===== src/rtl/core/pesx_pkg.sv =====
// Shared types, constants and helpers for the PES header timestamp extractor.
package pesx_pkg;

    localparam int HDR_LEN = 19;
    localparam int POS_W   = $clog2(HDR_LEN + 1);

    localparam logic [POS_W-1:0] POS_FULL = POS_W'(HDR_LEN);

    // Stream ids that carry no optional PES header
    localparam logic [7:0] SID_PROG_MAP   = 8'hBC;
    localparam logic [7:0] SID_PADDING    = 8'hBE;
    localparam logic [7:0] SID_PRIVATE_2  = 8'hBF;
    localparam logic [7:0] SID_ECM        = 8'hF0;
    localparam logic [7:0] SID_EMM        = 8'hF1;
    localparam logic [7:0] SID_DSMCC      = 8'hF2;
    localparam logic [7:0] SID_H222_E     = 8'hF8;
    localparam logic [7:0] SID_PROG_DIR   = 8'hFF;

    localparam logic [1:0] FLAGS_PTS      = 2'b10;
    localparam logic [1:0] FLAGS_PTS_DTS  = 2'b11;

    // Header bytes, index = position in the payload
    typedef logic [HDR_LEN-1:0][7:0] t_hdr;

    typedef struct packed {
        logic        header_found;
        logic [7:0]  stream_kind;
        logic [15:0] packet_length;
        logic [1:0]  stamp_flags;
        logic [31:0] presentation_stamp;
        logic [31:0] decoding_stamp;
    } t_result;

    // Bits 32..1 of a 33-bit stamp spread over five bytes with marker bits
    function automatic logic [31:0] stamp_at(input logic [7:0] b0, input logic [7:0] b1,
                                             input logic [7:0] b2, input logic [7:0] b3,
                                             input logic [7:0] b4);
        return {b0[3:1], b1, b2[7:1], b3, b4[7:2]};
    endfunction

endpackage


===== src/rtl/core/pesx_cell.sv =====
// One byte cell of the header shift chain.
module pesx_cell
    import pesx_pkg::*;
(
    input  logic       i_clk,
    input  logic       i_shift,
    input  logic [7:0] i_byte,
    output logic [7:0] o_byte,
    output logic [7:0] o_next
);

    logic [7:0] r_byte;
    logic [7:0] n_byte;

    assign n_byte = i_shift ? i_byte : r_byte;

    always_ff @(posedge i_clk) begin
        r_byte <= n_byte;
    end

    assign o_byte = r_byte;
    assign o_next = n_byte;

endmodule


===== src/rtl/core/pesx_decode.sv =====
// Field decode of a complete 19-byte PES header.
module pesx_decode
    import pesx_pkg::*;
(
    input  t_hdr    i_hdr,
    input  logic    i_full,
    output t_result o_result
);

    logic       start_ok;
    logic       plain;
    logic [1:0] flags;

    assign start_ok = i_full && (i_hdr[0] == 8'h00) && (i_hdr[1] == 8'h00)
                      && (i_hdr[2] == 8'h01);

    always_comb begin
        unique case (i_hdr[3]) inside
            SID_PROG_MAP, SID_PADDING, SID_PRIVATE_2, SID_ECM,
            SID_EMM, SID_DSMCC, SID_H222_E, SID_PROG_DIR: plain = 1'b1;
            default: plain = 1'b0;
        endcase
    end

    assign flags = plain ? 2'b00 : i_hdr[7][7:6];

    always_comb begin
        o_result = '0;
        if (start_ok) begin
            o_result.header_found  = 1'b1;
            o_result.stream_kind   = i_hdr[3];
            o_result.packet_length = {i_hdr[4], i_hdr[5]};
            o_result.stamp_flags   = flags;
            if (flags == FLAGS_PTS || flags == FLAGS_PTS_DTS) begin
                o_result.presentation_stamp =
                    stamp_at(i_hdr[9], i_hdr[10], i_hdr[11], i_hdr[12], i_hdr[13]);
            end
            if (flags == FLAGS_PTS_DTS) begin
                o_result.decoding_stamp =
                    stamp_at(i_hdr[14], i_hdr[15], i_hdr[16], i_hdr[17], i_hdr[18]);
            end
        end
    end

endmodule


===== src/rtl/core/pes_header_timestamp_extractor.sv =====
// Top level: PES header capture chain, decode and output register.
//
// Takes one PES payload byte per request, marked first and last, and on the
// request carrying the last byte produces one result with the start-code
// check, stream id, packet length, PTS/DTS flags and both stamps as bits
// 32..1 (45 kHz count). Throughput is one byte per cycle unless stalled; the
// result of a payload appears in the output register the cycle after its
// last byte is taken. The first 19 bytes of a payload shift through a chain
// of 19 byte cells; a 5-bit counter tracks how many are held and freezes the
// chain once it is full, so later bytes are ignored. A first mark restarts
// the count, and the count also restarts after every last byte, so a byte
// with no first mark after a result opens a new payload. Payloads shorter
// than 19 bytes or without the 00 00 01 prefix give header_found = 0 with
// every other field 0; stamps not announced by the flags read 0. The input
// stays ready while the output register is empty or being drained.
module pes_header_timestamp_extractor
    import pesx_pkg::*;
(
    input  logic        i_clk,
    input  logic        i_rst_n,
    input  logic        i_in_valid,
    output logic        o_in_ready,
    input  logic [7:0]  i_payload_byte,
    input  logic        i_first_byte,
    input  logic        i_last_byte,
    output logic        o_out_valid,
    input  logic        i_out_ready,
    output logic        o_header_found,
    output logic [7:0]  o_stream_kind,
    output logic [15:0] o_packet_length,
    output logic [1:0]  o_stamp_flags,
    output logic [31:0] o_presentation_stamp,
    output logic [31:0] o_decoding_stamp
);

    logic             accept;
    logic [POS_W-1:0] r_pos;
    logic [POS_W-1:0] n_pos;
    logic [POS_W-1:0] pos_base;
    logic [POS_W-1:0] pos_after;
    logic             store;
    logic             shift;

    // Cell k holds payload byte (count-1-k); cell 0 takes the newest byte
    logic [HDR_LEN-1:0][7:0] cell_q;
    logic [HDR_LEN-1:0][7:0] cell_n;
    t_hdr                    hdr;

    t_result          dec_result;
    t_result          r_result;
    logic             r_out_valid;
    logic             n_out_valid;

    assign o_in_ready = !r_out_valid || i_out_ready;
    assign accept     = i_in_valid && o_in_ready;

    assign pos_base  = i_first_byte ? '0 : r_pos;
    assign store     = pos_base < POS_FULL;
    assign shift     = accept && store;
    assign pos_after = pos_base + POS_W'(store);

    always_comb begin
        n_pos = r_pos;
        if (accept) begin
            n_pos = i_last_byte ? '0 : pos_after;
        end
    end

    genvar k;
    generate
        for (k = 0; k < HDR_LEN; k++) begin : g_cell
            if (k == 0) begin : g_head
                pesx_cell u_cell (
                    .i_clk  (i_clk),
                    .i_shift(shift),
                    .i_byte (i_payload_byte),
                    .o_byte (cell_q[k]),
                    .o_next (cell_n[k])
                );
            end else begin : g_link
                pesx_cell u_cell (
                    .i_clk  (i_clk),
                    .i_shift(shift),
                    .i_byte (cell_q[k-1]),
                    .o_byte (cell_q[k]),
                    .o_next (cell_n[k])
                );
            end
            // Valid only when the chain is full, which is all decode relies on
            assign hdr[k] = cell_n[HDR_LEN-1-k];
        end
    endgenerate

    pesx_decode u_decode (
        .i_hdr   (hdr),
        .i_full  (pos_after == POS_FULL),
        .o_result(dec_result)
    );

    always_comb begin
        n_out_valid = r_out_valid;
        if (accept && i_last_byte) begin
            n_out_valid = 1'b1;
        end else if (i_out_ready) begin
            n_out_valid = 1'b0;
        end
    end

    always_ff @(posedge i_clk) begin
        if (!i_rst_n) begin
            r_pos       <= '0;
            r_out_valid <= 1'b0;
        end else begin
            r_pos       <= n_pos;
            r_out_valid <= n_out_valid;
        end
    end

    always_ff @(posedge i_clk) begin
        if (accept && i_last_byte) begin
            r_result <= dec_result;
        end
    end

    assign o_out_valid          = r_out_valid;
    assign o_header_found       = r_result.header_found;
    assign o_stream_kind        = r_result.stream_kind;
    assign o_packet_length      = r_result.packet_length;
    assign o_stamp_flags        = r_result.stamp_flags;
    assign o_presentation_stamp = r_result.presentation_stamp;
    assign o_decoding_stamp     = r_result.decoding_stamp;

endmodule


===== config.mk =====
export PLATFORM = sky130hd
export DESIGN_NAME = pes_header_timestamp_extractor
export DESIGN_NICKNAME = d
export VERILOG_FILES = /design/src/rtl/core/pesx_pkg.sv /design/src/rtl/core/pesx_cell.sv /design/src/rtl/core/pesx_decode.sv /design/src/rtl/core/pes_header_timestamp_extractor.sv
export SDC_FILE = /design/constraint.sdc
export NUM_CORES = 1
export LEC_CHECK = 0
export ABC_AREA = 1
export BUFFER_PORTS_ARGS = -buffer_cell sky130_fd_sc_hd__buf_4
export CAP_MARGIN = 25
export CORE_ASPECT_RATIO = 0.75
export CORE_UTILIZATION = 58
export DETAILED_ROUTE_END_ITERATION = 10
export HOLD_SLACK_MARGIN = 0.1
export PLACE_DENSITY = 0.83
export SYNTH_ARGS = -nofsm -noshare
export SYNTH_HDL_FRONTEND = slang
export SYNTH_HIERARCHICAL = 1
export SYNTH_SLANG_ARGS = --single-unit

===== constraint.sdc =====
create_clock -name i_clk -period 6.7 [get_ports i_clk]
set_input_delay 0.335 -clock i_clk [delete_from_list [all_inputs] [get_ports i_clk]]
set_output_delay 0.335 -clock i_clk [all_outputs]
set_load 0.03 [all_outputs]

* Yosys cells after proc, flatten, opt, wreduce, memory -nomap -nowiden
Index checks and enable logic that the tools add are counted.
** Word-level totals
- Flip-flop bits (word level) :: 249
** Cells by class
- $add $sub $neg :: 1
- Equality and inequality tests :: 12
- Order comparisons :: 1
- Reductions and logical operators :: 15
- Muxes and demuxes :: 26
** Operators with widths (count)
- $mux 8 :: 15
- $mux 91 :: 1
- $eq 8x8->1 const B :: 8
- $mux 32 :: 2
- $logic_not 8->1 :: 2
- $mux 5 :: 2
- $eq 8x1->1 const B :: 1
- $mux 4 :: 2
- $reduce_or 8->1 :: 1
- $logic_and 1x1->1 :: 6
- $add 5x1->5 :: 1
- $eq 5x5->1 const B :: 1
- $lt 5x5->1 const B :: 1
- $eq 2x2->1 const B :: 2
- $reduce_and 2->1 :: 2
- $mux 1 :: 3
- $logic_or 1x1->1 :: 2
- $mux 2 :: 1
- $reduce_bool 2->1 :: 1
- $logic_not 1->1 :: 1

* Longest topological paths before layout
- Depth in word-level cells :: 13
- Gate-level depth with buffers :: 24
- Gate-level depth less buffers :: 22

* Cells and area by module
The synthesis kept the hierarchy.
** By module, submodules not included
- pesx_cell :: area each 265.3 µm², seq. area each 160.2 µm², cells each 34, times used 19
- pes_header_timestamp_extractor :: area each 3150.5 µm², seq. area each 2852.7 µm², cells each 158, times used 1
- pesx_decode :: area each 1162.4 µm², seq. area each 0.0 µm², cells each 259, times used 1

* Worst setup path after synthesis
Ideal clock, no wire load.
- Path type :: register -> register
- Start point :: register r_out_valid (netlist: o_out_valid)
- End point :: register r_result, in the netlist o_decoding_stamp[0] (enable)
- Setup time :: 541 ps
- Slack :: 1590 ps
- Clock period less this slack :: 5110 ps
- Stages on the path, launching flop included :: 4
- Arrival time :: 4568 ps
- Cell sequence :: dfxtp_1 nand2_2 nand2_4 nor2_1
** On the way
- Word-level cells in the longest chain between the ends :: 4
** Ends and longest elaborated chain
- start, declared :: RTL line pes_header_timestamp_extractor.sv:51 : logic r_out_valid;
- start signal, assigned :: RTL line pes_header_timestamp_extractor.sv:115 : r_out_valid <= n_out_valid;
- $logic_not 1->1 :: RTL line pes_header_timestamp_extractor.sv:54 : assign o_in_ready = !r_out_valid || i_out_ready;
- $logic_or 1x1->1 :: RTL line pes_header_timestamp_extractor.sv:54
- named net o_in_ready :: RTL line pes_header_timestamp_extractor.sv:22 : output logic o_in_ready,
- $logic_and 1x1->1 :: RTL line pes_header_timestamp_extractor.sv:55 : assign accept = i_in_valid && o_in_ready;
- $logic_and 1x1->1 :: RTL line pes_header_timestamp_extractor.sv:120 : if (accept && i_last_byte) begin
- end signal, assigned :: RTL line pes_header_timestamp_extractor.sv:121 : r_result <= dec_result;
- end, declared :: RTL line pes_header_timestamp_extractor.sv:50 : t_result r_result;
The timed path passes the listed nets, and every way through them passes these cells.
A chain may end at the register's enable or synchronous reset.

==> summary by stage <==
Min path
In this run the worst hold path is classified as in2reg. The count of cells along the worst hold path is 4.

Routing
The first-pass detailed-route iteration total is 5. In the routed design, unresolved DRC markers number 0. The final routed wire length divided by cell count is 12.96 um. The first routing iteration left 560 violations. Dividing the detail-routed via count by the number of cells gives 4.835. The routed wire length is 18.09 mm. The total via count in the routed design is 6749.

In this run the remaining antenna-violating nets after routing total 0.

Yosys
Synthesis produced 1063 cells. By area the synthesized netlist is led by dfxtp_1 (34%), edfxtp_1 (29%), nand2_1 (21%). The count of warnings emitted by yosys is 6. The average cell area after synthesis is 8.798 um^2. The post-synthesis cell type count is 24. The area share of the largest cell type after synthesis is 0.3382.

The cell type with the highest aggregate area in the netlist is dfxtp_1. The netlist area before placement is 9353 um^2. The post-synthesis sequential area ratio is 0.6304. Counting flops and latches in the post-synthesis netlist gives 249. Counting every net in the synthesized netlist gives 1079.

Cells and area
The share of post-route cells with drive strength above 1 is 0.1914. In the layout the commonest cells are nand2_1 (531), dfxtp_1 (158), buf_4 (109). The area added between synthesis and finish is 17.32%. The number of antenna diodes in the final layout is 0. For this run, the post-layout net count is 1191. The leading cell type in the layout, fill and taps excluded is nand2_1. The finished cells cover 10970 um^2.

Clock network
The TritonCTS clock tree is built. The number of buffers created by CTS is 23. The number of gates resized after CTS was 0.

Counting every sink on the clock net gives 249. The post-cts hold buffer count is 9. The post-CTS repair timing setup buffer count is 0. The clock insertion delay at the later pin of the skew report is 0.50 ns. The maximum clock insertion buffer count is 3. After clock tree synthesis, the clock-pin slew on the worst setup and hold paths is 0.06 ns.

The tree is rooted in a clkbuf_16. In this run the number of H-tree levels came out at 1.

Place
The placed wire-length estimate is 12.06 mm. The congestion estimate from routability-driven global placement came to 0.8345. The placed cell area is 10160 um^2. Input and output buffers added on the ports amount to 106.

Timing
Timing would allow up to 265.4 MHz. The share of the clock period used by the worst path is 0.5623. The time the final worst path needs with I/O delays and setup is 3.767 ns. The largest clock skew in the final design is 0.01682 ns. The worst-margin pin slew is 1.015 ns. In the final timing run, aggregate negative setup slack is 0 ns.

The final-report max-slew violation count is 0. The final hold violation count came to 0. Setup repair after global routing left no endpoint under its margin. Measured against its own limit, the worst slew margin works out to 0.3235.

Setup violations remaining at the end of the flow were counted as 0.

Worst setup path
The kind of end point of the critical path is a flip-flop. Data on the critical path is required at its endpoint by 6.92 ns. Of all nets on the critical path, the largest fanout is 80.

The register-to-register setup slack is 2.93 ns. Data arrives at the worst endpoint at 3.98 ns. Counting cells, the worst reg-to-reg path comes to 11.

The type of origin of the critical path is a flip-flop. The class of the most critical setup path is reg2reg.

Floorplanning
The number of placed I/O pins is 107. The floorplan die area is 16640 um^2. The floorplan has 39 rows. The width of the chip is 148.6 um.

Measured along the y axis, the die boundary spans 112.0 um. The initial utilization of the core area, before any placement, comes to 0.6046. The standard cell core area is 15470 um^2.

Flow run
Max-cap violations in this run came to 0.

Global route
The number of global-route vias before repair was 6124. The initial antenna violation count is 0. Across every metal layer, demand over resource in global routing totals 0.2235. The pin count of the biggest net entering global routing is 82.

The first-pass GRT wire length is 29.80 mm. The total overflow reported by the global router is 0.

Power
The part of the total power dissipated in the clock network is 0.343. The leakage power figure is 4.916 nW. The switching power is 0.0009249 W. The share of total power dissipated in combinational logic is 0.126. The total internal power is 0.002588 W. The switching share of power is 0.2633. The share of total power dissipated in sequential elements is 0.531. The ratio of total power to cell area is 320.1 nW/um^2. The maximum resistive drop on vdd is 0.0002138 V.

Outcome
The flow ran to the end, and the final reports show no timing, DRC or antenna violations.
## worst max-delay path, stage by stage, from the launching register on
cell and delay [ns]:
dfxtp_1 0.36, nor2_1 0.12, nand2_1 0.11, a21oi_4 0.75, buf_4 0.75, inv_2 0.20, nand2_1 0.11, nand2_1 0.06
inv_1 0.05, nor2_1 0.06, nand2_4 0.75, nor2_1 0.10
## worst paths after layout
kind / startpoint / endpoint
setup reg to reg: r_pos[2]$_SDFFE_PN0P_ / o_presentation_stamp[1]$_DFFE_PP_
hold reg to reg: g_cell[10].g_link.u_cell/o_byte[1]$_DFF_P_ / g_cell[10].g_link.u_cell/o_byte[1]$_DFF_P_
setup / recovery: r_pos[2]$_SDFFE_PN0P_ / o_presentation_stamp[1]$_DFFE_PP_
hold / removal: i_last_byte / r_pos[1]$_SDFFE_PN0P_
## metal layers
metal	track usage	vias to the layer above	wire length (um)
met5	0	-	0
met4	0.05086	0	360
met3	0.03689	30	975
met2	0.3340	191	7918
met1	0.3401	3081	8838
li1	-	3447	-
## cells in the mapped netlist (all sizes together)
library cell / number
nand3b: 2
xnor2: 1
edfxtp: 91
buf: 29
o21ai: 1
and2: 2
nor2b: 1
inv: 107
nand3: 7
dfxtp: 158
clkbuf: 4
a21oi: 7
nor2: 116
nand2: 535
ha: 2
## cell families after synthesis
family                     count (synthesis)  share of synthesized area
and+or+nand+nor                          663                     0.2850
adders and majority gates                  2                   0.002675
xor gates and xnor gates                   1                  0.0009366
AOI/OAI and AO/OA                          8                   0.004280
buffers and inverters                    140                    0.07679
DFF                                      249                     0.6304
## layout make-up
cell class                      instances  area, um^2
Tap cell                              205       256.5
Clock buffer                           35       660.6
Fill cell                            1126        4496
Sequential cell                       249        5896
Inverter                              107       401.6
Timing Repair Buffer                  120       963.4
Clock inverter                          6       30.03
Multi-Input combinational cell        674        2765
## registers in the layout, summed over array words and instances, names as in the netlist, 2 cells and up
register	count
o_presentation_stamp	32
o_stamp_flags	2
r_pos	5
o_stream_kind	8
g_cell.g_link.u_cell/o_byte	144
o_packet_length	16
o_decoding_stamp	32
g_cell.g_head.u_cell/o_byte	8
## per-stage QoR
stage | hold slack (ns) | std cells | setup WS [ns] | total power [W] | util
floorplan | 0.4158 | 1063 | 1.590 | 0.002200 | -
global placement | 0.4270 | 1344 | 2.911 | 0.002297 | 0.6553
detailed placement | 0.4321 | 1345 | 2.859 | 0.002324 | 0.6571
CTS | 0.1348 | 1395 | 2.938 | 0.003527 | 0.7076
global route | 0.1572 | 1396 | 2.494 | 0.003684 | 0.7094
finish | 0.1481 | 1396 | 2.933 | 0.003513 | 0.7094
## power by group through the flow
stage / logic (W) / clock network (W) / registers (W)
global route: 0.000507 / 0.00129 / 0.00189
global placement: 0.000411 / 0 / 0.00189
finish: 0.000442 / 0.00121 / 0.00186
floorplan: 0.000294 / 0 / 0.00191
CTS: 0.000440 / 0.00122 / 0.00186
detailed placement: 0.000431 / 0 / 0.00189
Power figures use the tool's default switching activity.
